$ cat src/hw/rtl/pkunpad_pkg.sv
`default_nettype none

package pkunpad_pkg;

   localparam int BLOCK_DEFAULT = 16;
   localparam int BYTE_W        = 8;
   localparam int STATUS_W      = 2;

   typedef enum logic [STATUS_W-1:0] {
      STATUS_OK         = 2'd0,
      STATUS_BAD_LENGTH = 2'd1,
      STATUS_BAD_PAD    = 2'd2,
      STATUS_MISMATCH   = 2'd3
   } status_type;

   typedef enum logic [1:0] {
      ST_IDLE,
      ST_CHECK,
      ST_FLUSH,
      ST_VERDICT
   } state_type;

   // Shared controls broadcast to every cell of the chain
   typedef struct packed {
      logic              shift;
      logic [BYTE_W-1:0] new_byte;
      logic [BYTE_W-1:0] pad;
   } cell_ctrl_type;

endpackage

`default_nettype wire

$ cat src/hw/rtl/pkunpad_req_if.sv
`default_nettype none

interface pkunpad_req_if;
   logic                             valid;
   logic                             ready;
   logic [pkunpad_pkg::BYTE_W-1:0]   data_byte;
   logic                             final_byte;

   modport source (output valid, output data_byte, output final_byte, input ready);
   modport sink (input valid, input data_byte, input final_byte, output ready);
endinterface

`default_nettype wire

$ cat src/hw/rtl/pkunpad_rsp_if.sv
`default_nettype none

interface pkunpad_rsp_if;
   logic                               valid;
   logic                               ready;
   logic [pkunpad_pkg::BYTE_W-1:0]     out_byte;
   logic                               is_verdict;
   logic [pkunpad_pkg::STATUS_W-1:0]   status;

   modport source (output valid, output out_byte, output is_verdict, output status,
                   input ready);
   modport sink (input valid, input out_byte, input is_verdict, input status,
                 output ready);
endinterface

`default_nettype wire

$ cat src/hw/rtl/pkunpad_cell.sv
`default_nettype none

// One byte of the holding chain. Loads the incoming byte when addressed,
// otherwise takes its upper neighbor on a shift. Flags a pad mismatch when
// it sits inside the pad region of the final block.
module pkunpad_cell #(
   parameter int BLOCK = pkunpad_pkg::BLOCK_DEFAULT,
   parameter int INDEX = 0
) (
   input  wire                                clock,
   input  pkunpad_pkg::cell_ctrl_type         ctrl,
   input  wire                                load,
   input  wire  [pkunpad_pkg::BYTE_W-1:0]     neighbor_byte,
   output logic [pkunpad_pkg::BYTE_W-1:0]     data_byte,
   output logic                               miss
);

   localparam logic REAL_CELL = (INDEX < BLOCK - 1);

   logic [pkunpad_pkg::BYTE_W-1:0] data_ff;
   logic [pkunpad_pkg::BYTE_W-1:0] data_in;
   logic [pkunpad_pkg::BYTE_W:0]   reach;
   logic                           in_pad;

   always_comb begin
      data_in = data_ff;
      if (load) begin
         data_in = ctrl.new_byte;
      end else if (ctrl.shift) begin
         data_in = neighbor_byte;
      end
   end

   always_ff @(posedge clock) begin
      data_ff <= data_in;
   end

   // cell is covered by padding when INDEX >= BLOCK - pad
   assign reach  = {1'b0, ctrl.pad} + (pkunpad_pkg::BYTE_W+1)'(INDEX);
   assign in_pad = REAL_CELL && (reach >= (pkunpad_pkg::BYTE_W+1)'(BLOCK));

   assign data_byte = data_ff;
   assign miss      = in_pad && (data_ff != ctrl.pad);

endmodule

`default_nettype wire

$ cat src/hw/rtl/pkcs7_unpad_stream_top.sv
`default_nettype none

// Streaming PKCS#7 unpadder. Message bytes enter one per cycle on req_chan
// while the output register is free, the last one flagged by final_byte;
// the newest BLOCK-1 bytes sit in a chain of byte cells, and each byte
// pushed off the bottom of the chain goes out on rsp_chan. Once the final
// byte is taken, a check state tests length, pad value and pad bytes
// against the chain; when the checks pass, the unpadded bytes are shifted
// out of the chain one per cycle while the output register is free, and
// then the closing status item follows. No new request is taken until
// the status item has been loaded into the output register. Bytes
// emitted before the status item belong to the message already; a consumer
// drops the message when the status is not ok (1 bad length, 2 bad pad value,
// 3 pad bytes mismatch).
module pkcs7_unpad_stream_top #(
   parameter int BLOCK = pkunpad_pkg::BLOCK_DEFAULT
) (
   input  wire                   clock,
   input  wire                   reset,
   pkunpad_req_if.sink           req_chan,
   pkunpad_rsp_if.source         rsp_chan
);

   localparam int NCELL = (BLOCK > 1) ? BLOCK - 1 : 1;
   localparam int PosW  = (BLOCK > 1) ? $clog2(BLOCK) : 1;
   localparam int BW    = pkunpad_pkg::BYTE_W;
   localparam logic [PosW-1:0] LastPos = PosW'(BLOCK - 1);

   pkunpad_pkg::state_type  state_ff, state_in;
   logic [PosW-1:0]         pos_ff, pos_in;
   logic                    full_ff, full_in;
   logic [BW-1:0]           pad_ff, pad_in;
   logic                    len_ok_ff, len_ok_in;
   logic [PosW-1:0]         cnt_ff, cnt_in;
   pkunpad_pkg::status_type st_ff, st_in;

   logic                    rsp_valid_ff, rsp_valid_in;
   logic [BW-1:0]           rsp_byte_ff, rsp_byte_in;
   logic                    rsp_verdict_ff, rsp_verdict_in;
   logic [pkunpad_pkg::STATUS_W-1:0] rsp_status_ff, rsp_status_in;

   logic                    slot_free;
   logic                    req_ready;
   logic                    req_fire;
   logic                    fire_body;
   logic [PosW-1:0]         held;
   logic                    emit;
   logic                    pad_ok;
   logic                    mismatch;
   pkunpad_pkg::status_type check_st;
   logic [BW:0]             keep_wide;
   logic [PosW-1:0]         keep_cnt;
   logic [BW-1:0]           head_byte;

   logic                    shift;
   logic                    load_byte;
   logic                    load_verdict;

   pkunpad_pkg::cell_ctrl_type ctrl;
   logic [BW-1:0]           cell_data [NCELL];
   logic [BW-1:0]           cell_next [NCELL];
   logic [NCELL-1:0]        cell_load;
   logic [NCELL-1:0]        cell_miss;

   // ---------------------------------------------------------------- datapath
   assign slot_free = !rsp_valid_ff || rsp_chan.ready;
   assign req_fire  = req_chan.valid && req_ready;
   assign fire_body = req_fire && !req_chan.final_byte;
   assign held      = full_ff ? LastPos : pos_ff;
   assign emit      = (held == LastPos);

   assign pad_ok    = (pad_ff != '0) && (pad_ff <= BW'(BLOCK));
   assign mismatch  = |cell_miss;
   assign keep_wide = (BW+1)'(BLOCK) - {1'b0, pad_ff};
   assign keep_cnt  = keep_wide[PosW-1:0];

   always_comb begin
      if (!len_ok_ff) begin
         check_st = pkunpad_pkg::STATUS_BAD_LENGTH;
      end else if (!pad_ok) begin
         check_st = pkunpad_pkg::STATUS_BAD_PAD;
      end else if (mismatch) begin
         check_st = pkunpad_pkg::STATUS_MISMATCH;
      end else begin
         check_st = pkunpad_pkg::STATUS_OK;
      end
   end

   // with a one-byte block the chain is bypassed and bytes pass straight on
   assign head_byte = (BLOCK > 1) ? cell_data[0] : req_chan.data_byte;

   // ---------------------------------------------------------------- cells
   assign ctrl.shift    = shift;
   assign ctrl.new_byte = req_chan.data_byte;
   assign ctrl.pad      = pad_ff;

   genvar g;
   generate
      for (g = 0; g < NCELL; g++) begin : g_cell
         if (g == NCELL - 1) begin : g_top
            assign cell_next[g] = req_chan.data_byte;
         end else begin : g_mid
            assign cell_next[g] = cell_data[g+1];
         end

         assign cell_load[g] = fire_body && !emit && (held == PosW'(g));

         pkunpad_cell #(
            .BLOCK (BLOCK),
            .INDEX (g)
         ) u_cell (
            .clock         (clock),
            .ctrl          (ctrl),
            .load          (cell_load[g]),
            .neighbor_byte (cell_next[g]),
            .data_byte     (cell_data[g]),
            .miss          (cell_miss[g])
         );
      end
   endgenerate

   // ---------------------------------------------------------------- next state
   always_comb begin
      state_in = state_ff;
      case (state_ff)
         pkunpad_pkg::ST_IDLE: begin
            if (req_fire && req_chan.final_byte) begin
               state_in = pkunpad_pkg::ST_CHECK;
            end
         end
         pkunpad_pkg::ST_CHECK: begin
            if (check_st == pkunpad_pkg::STATUS_OK && keep_cnt != '0) begin
               state_in = pkunpad_pkg::ST_FLUSH;
            end else begin
               state_in = pkunpad_pkg::ST_VERDICT;
            end
         end
         pkunpad_pkg::ST_FLUSH: begin
            if (slot_free && cnt_ff == PosW'(1)) begin
               state_in = pkunpad_pkg::ST_VERDICT;
            end
         end
         pkunpad_pkg::ST_VERDICT: begin
            if (slot_free) begin
               state_in = pkunpad_pkg::ST_IDLE;
            end
         end
         default: state_in = pkunpad_pkg::ST_IDLE;
      endcase
   end

   // ---------------------------------------------------------------- outputs
   always_comb begin
      req_ready    = 1'b0;
      shift        = 1'b0;
      load_byte    = 1'b0;
      load_verdict = 1'b0;
      case (state_ff)
         pkunpad_pkg::ST_IDLE: begin
            req_ready = slot_free;
            shift     = fire_body && emit;
            load_byte = fire_body && emit;
         end
         pkunpad_pkg::ST_CHECK: begin
         end
         pkunpad_pkg::ST_FLUSH: begin
            shift     = slot_free;
            load_byte = slot_free;
         end
         pkunpad_pkg::ST_VERDICT: begin
            load_verdict = slot_free;
         end
         default: begin
         end
      endcase
   end

   // ---------------------------------------------------------------- registers
   always_comb begin
      pos_in    = pos_ff;
      full_in   = full_ff;
      pad_in    = pad_ff;
      len_ok_in = len_ok_ff;
      cnt_in    = cnt_ff;
      st_in     = st_ff;

      if (fire_body) begin
         if (pos_ff == LastPos) begin
            pos_in  = '0;
            full_in = 1'b1;
         end else begin
            pos_in = pos_ff + PosW'(1);
         end
      end else if (req_fire) begin
         // final byte closes the run
         pos_in    = '0;
         full_in   = 1'b0;
         pad_in    = req_chan.data_byte;
         len_ok_in = (pos_ff == LastPos);
      end

      if (state_ff == pkunpad_pkg::ST_CHECK) begin
         st_in  = check_st;
         cnt_in = keep_cnt;
      end else if (state_ff == pkunpad_pkg::ST_FLUSH && slot_free) begin
         cnt_in = cnt_ff - PosW'(1);
      end
   end

   always_comb begin
      rsp_byte_in    = rsp_byte_ff;
      rsp_verdict_in = rsp_verdict_ff;
      rsp_status_in  = rsp_status_ff;
      if (load_byte) begin
         rsp_byte_in    = head_byte;
         rsp_verdict_in = 1'b0;
         rsp_status_in  = pkunpad_pkg::STATUS_OK;
      end else if (load_verdict) begin
         rsp_byte_in    = '0;
         rsp_verdict_in = 1'b1;
         rsp_status_in  = st_ff;
      end

      if (load_byte || load_verdict) begin
         rsp_valid_in = 1'b1;
      end else if (rsp_chan.ready) begin
         rsp_valid_in = 1'b0;
      end else begin
         rsp_valid_in = rsp_valid_ff;
      end
   end

   always_ff @(posedge clock) begin
      if (reset) begin
         state_ff     <= pkunpad_pkg::ST_IDLE;
         pos_ff       <= '0;
         full_ff      <= 1'b0;
         rsp_valid_ff <= 1'b0;
      end else begin
         state_ff     <= state_in;
         pos_ff       <= pos_in;
         full_ff      <= full_in;
         rsp_valid_ff <= rsp_valid_in;
      end
   end

   always_ff @(posedge clock) begin
      pad_ff         <= pad_in;
      len_ok_ff      <= len_ok_in;
      cnt_ff         <= cnt_in;
      st_ff          <= st_in;
      rsp_byte_ff    <= rsp_byte_in;
      rsp_verdict_ff <= rsp_verdict_in;
      rsp_status_ff  <= rsp_status_in;
   end

   assign req_chan.ready      = req_ready;
   assign rsp_chan.valid      = rsp_valid_ff;
   assign rsp_chan.out_byte   = rsp_byte_ff;
   assign rsp_chan.is_verdict = rsp_verdict_ff;
   assign rsp_chan.status     = rsp_status_ff;

endmodule

`default_nettype wire

$ cat src/flat_wrapper.sv
// flat-port wrapper written by rule: the top's interface ports become plain ports
module pkcs7_unpad_stream_top_flat 
#(
   parameter int BLOCK = pkunpad_pkg::BLOCK_DEFAULT
)
  (clock, reset, req_chan_valid, req_chan_data_byte, req_chan_final_byte, req_chan_ready, rsp_chan_valid, rsp_chan_out_byte, rsp_chan_is_verdict, rsp_chan_status, rsp_chan_ready);
  pkunpad_req_if req_chan_i ();
  pkunpad_rsp_if rsp_chan_i ();
  input  wire clock;
  input  wire reset;
  input wire logic [$bits(req_chan_i.valid)-1:0] req_chan_valid;
  input wire logic [$bits(req_chan_i.data_byte)-1:0] req_chan_data_byte;
  input wire logic [$bits(req_chan_i.final_byte)-1:0] req_chan_final_byte;
  output wire logic [$bits(req_chan_i.ready)-1:0] req_chan_ready;
  output wire logic [$bits(rsp_chan_i.valid)-1:0] rsp_chan_valid;
  output wire logic [$bits(rsp_chan_i.out_byte)-1:0] rsp_chan_out_byte;
  output wire logic [$bits(rsp_chan_i.is_verdict)-1:0] rsp_chan_is_verdict;
  output wire logic [$bits(rsp_chan_i.status)-1:0] rsp_chan_status;
  input wire logic [$bits(rsp_chan_i.ready)-1:0] rsp_chan_ready;
  assign req_chan_i.valid = req_chan_valid;
  assign req_chan_i.data_byte = req_chan_data_byte;
  assign req_chan_i.final_byte = req_chan_final_byte;
  assign req_chan_ready = req_chan_i.ready;
  assign rsp_chan_valid = rsp_chan_i.valid;
  assign rsp_chan_out_byte = rsp_chan_i.out_byte;
  assign rsp_chan_is_verdict = rsp_chan_i.is_verdict;
  assign rsp_chan_status = rsp_chan_i.status;
  assign rsp_chan_i.ready = rsp_chan_ready;
  pkcs7_unpad_stream_top #(.BLOCK(BLOCK)) u_core (.clock(clock), .reset(reset), .req_chan(req_chan_i), .rsp_chan(rsp_chan_i));
endmodule
$ cat config.mk
export PLATFORM = sky130hd
export DESIGN_NAME = pkcs7_unpad_stream_top_flat
export DESIGN_NICKNAME = d
export VERILOG_FILES = /design/src/hw/rtl/pkunpad_pkg.sv /design/src/hw/rtl/pkunpad_req_if.sv /design/src/hw/rtl/pkunpad_rsp_if.sv /design/src/hw/rtl/pkunpad_cell.sv /design/src/hw/rtl/pkcs7_unpad_stream_top.sv /design/src/flat_wrapper.sv
export SDC_FILE = /design/constraint.sdc
export NUM_CORES = 1
export LEC_CHECK = 0
export BUFFER_PORTS_ARGS = -buffer_cell sky130_fd_sc_hd__buf_4
export CORE_MARGIN = 4
export CORE_UTILIZATION = 35
export CTS_CLUSTER_DIAMETER = 120
export CTS_CLUSTER_SIZE = 30
export DETAILED_ROUTE_END_ITERATION = 8
export PLACE_DENSITY = 0.48
export SKIP_CTS_REPAIR_TIMING = 1
export SLEW_MARGIN = 40
export SYNTH_ARGS = -nofsm -noshare
export SYNTH_HDL_FRONTEND = slang
export SYNTH_SLANG_ARGS = --single-unit
$ cat constraint.sdc
create_clock -name clock -period 4.1 [get_ports clock]
set_input_delay 0.82 -clock clock [delete_from_list [all_inputs] [get_ports clock]]
set_output_delay 0.82 -clock clock [all_outputs]
set_load 0.03 [all_outputs]
==> flow_summary.toml <==
[outcome]
status = "completed"

[worst_setup_path]
cp_max_fo = 16
crit_type = "reg -> reg"
crit_arrival_ps = 3190
rr_startpoint = "u_core.pad_ff[3]$_DFFE_PP_"
rr_worst_depth = 9
max_stage_delay_ps = 550
crit_buf_inv = 1
worstSetupStartpointType = "flop"
critPathCaptureType = "flop"
slowest_stage = "edfxtp_1"
crit_chain = "ha_1 -> buf_4 -> a21oi_1 -> xor2_1 -> a32oi_1 -> o21ai_0 -> nand4_1 -> nor4_2 -> a21oi_1"
crit_cells = 9
timing.rr.end = "u_core.st_ff[1]$_DFFE_PP_"
crit_required_ps = 4270
cpMostUsedCell = "a21oi_1"
r2r_slack_ps = 1080
critPathTopFamily = "compound AO/OA/AOI/OAI gates"

[die]
rows = 59
io_pins = 26
die-area_sq_um = 28980
initial_core_util_pct = 35.45
core_area_sq_um = 25980
die_h_microns = 170.2
die_x_microns = 170.2

[synthesis]
ys.warnings.count = 0
syn_area_per_cell_sq_um = 12.35
ys_top_cells_by_area = "edfxtp_1, mux2_2, xor2_1"
ys_seq_area_share_pct = 49.00
synth.top_cell.area_share_pct = 46.61
syn_nets = 780
synth_edf_count = 143
synth_ff_type = "edfxtp_1"
syn_area_sq_um = 9213
yosys.area.top_type = "edfxtp_1"
synth_cell_type_count = 65
synth_seq_cells = 154
syn_inst = 746
synthArstFlopShare_pct = 0

[finish]
final_cell_mix = "edfxtp_1, xor2_1, mux2_2"
fill_cells = 2437
area_growth_pct = 13.04
final_cell_area_sq_um = 10410
layout_commonest_cell = "edfxtp_1"
antenna_cells = 0
multiInputGateArea_sq_um = 4362
ff_latch_area_sq_um = 4514
finalNetCount = 801
drive_above_1_share_pct = 23.33
post-route-util_pct = 40.08
final_cells = 1115

[route]
remaining_drc_errors = 0
drtIter0Drc = 485
via_per_inst = 5.370
dr.pass1.iters = 5
final_antenna_net_count = 0
postRouteWirelength_microns = 24650
vias = 5988
wl_per_cell_microns = 22.11

[clock_network]
cts_num_sinks = 154
clk_pin_slew_ps = 60
clk-insertion-delay-late_ps = 430
cts_buffers = 17
htreeDepth = 4
cts_buffer_depth = 2
cts_tree = "built"
cts_root_buf = "clkbuf_16"

[global_route]
use_met3_pct = 3.136
grt_overflow_total = 0
grt_antenna_before_repair = 0
use_met2_pct = 28.90
top_usage_layer = "met2"
grt_usage_pct = 17.43
use_met1_pct = 23.23
grt_pass1_wl_microns = 38450
first_global_vias = 6298
grt_max_degree = 38

[placed_design]
place_congestion = 0.9332
post-dp-hpwl_microns = 16990
dp_slack_ps = 911.8
post_dp_cell_area_sq_um = 9781
port_buffers = 25
dp_cells = 1083

[timing]
drv_slew = 0
skew_ps = 9.434
slew_headroom_pct = 57.15
max_freq_ghz = 0.3312
fin_ws_ps = 1081
tns_ps = 0
finalHoldViolCount = 0
worstMarginPinSlew_ps = 642.8
finalCriticalPeriod_ps = 3019
rsz0062_at_grt = "no"
setup_violations = 0
fin_crit_sh_pct = 73.64

[power]
power.density_nw_per_um2 = 566.0
p_leak_nw = 3.508
pwr-share-comb_pct = 28.3
netSwitchingFraction_pct = 31.84
switchingPower_mw = 1.877
p_int_mw = 4.017
clkPwrFrac_pct = 29.0
ir_worst_vdd_v = 0.0002643
p_seq_share_pct = 42.7

[worst_hold_path]
min_from = "u_core.rsp_chan.status[0]$_SDFFE_PP0P_"
min_delay_path_depth = 2
hold_class = "reg -> reg"
holdPathEnd = "u_core.rsp_chan.status[0]$_SDFFE_PP0P_"

[run]
maxCapViolations = 0
[power groups by stage]
stage               clock network, mW  registers, mW  logic, mW
global placement                    0           2.55       1.64
finish                           1.71           2.52       1.67
floorplan                           0           2.51       1.16
detailed placement                  0           2.55       1.66
CTS                              1.74           2.52       1.68
global route                     1.81           2.56       1.84
[through the flow]
stage	power (mW)	hold WS [ps]
after CTS	5.949	463.8
after global routing	6.204	497.1
after global placement	4.193	447.3
after detailed placement	4.219	454.7
after floorplan	3.674	491.3
final	5.894	460.3
[state kept, by name, indices dropped and copies added, names as in the netlist]
register and cells:
u_core.st_ff 2, u_core.g_cell.u_cell.data_byte 120, u_core.pad_ff 8, u_core.rsp_chan.out_byte 8
u_core.rsp_chan.valid 1, u_core.rsp_chan.status 2, u_core.cnt_ff 4, u_core.len_ok_ff 1
u_core.pos_ff 4, u_core.full_ff 1, u_core.rsp_chan.is_verdict 1, u_core.state_ff 2
[cell usage after synthesis (18+ instances only)]
| cell type | instances |
|---|---|
| nand2_1 | 26 |
| mux2_2 | 75 |
| xor2_1 | 83 |
| nor4_1 | 19 |
| clkbuf_1 | 21 |
| xnor2_1 | 48 |
| a21oi_1 | 24 |
| ha_1 | 21 |
| o21ai_0 | 21 |
| mux2_1 | 37 |
| nor2b_1 | 18 |
| edfxtp_1 | 143 |
[layer usage]
metal | share of wire (%) | wire length, microns
met1 | 46 | 11230
met5 | 0 | 0
met4 | 2.3 | 560
met2 | 49 | 11980
met3 | 3.6 | 883
[layout make-up]
type / count / share of cell area, %
timing repair buffer: 50 / 4.085
clock inverter: 13 / 1.922
sequential: 154 / 43.35
multi-input combinational: 528 / 41.88
tap: 335 / 4.025
inverter: 16 / 0.5767
clock buffer: 19 / 4.157
[cell families after synthesis]
group | Yosys count | share of synthesized area, %
buf+inv | 64 | 3.653
xor+xnor | 131 | 12.45
simple gates | 164 | 11.07
mux | 116 | 14.12
fa+ha+maj | 21 | 2.852
flops | 154 | 49.00
compound gates | 96 | 6.845
[worst max path at each step]
stage / from / endpoint
finish: u_core.pad_ff[3]$_DFFE_PP_ / u_core.st_ff[1]$_DFFE_PP_
floorplan: rsp_chan_ready / u_core.g_cell[1].u_cell.data_byte[0]$_DFFE_PP_
global route: u_core.pad_ff[3]$_DFFE_PP_ / u_core.st_ff[1]$_DFFE_PP_
global placement: rsp_chan_ready / u_core.g_cell[1].u_cell.data_byte[3]$_DFFE_PP_
detailed placement: rsp_chan_ready / u_core.g_cell[8].u_cell.data_byte[4]$_DFFE_PP_
CTS: u_core.pad_ff[3]$_DFFE_PP_ / u_core.st_ff[1]$_DFFE_PP_
[worst reg2reg max path, delay by kind of cell, from the launching register on]
family	cells	cell delay [ps]
flip-flops	1	550
buffers and inverters	1	280
AO/OA/AOI/OAI	4	680
AND/OR/NAND/NOR	2	610
adder cells (fa/ha/maj)	1	490
XOR/XNOR	1	170
Note: power is estimated with default switching activity, not from simulation.
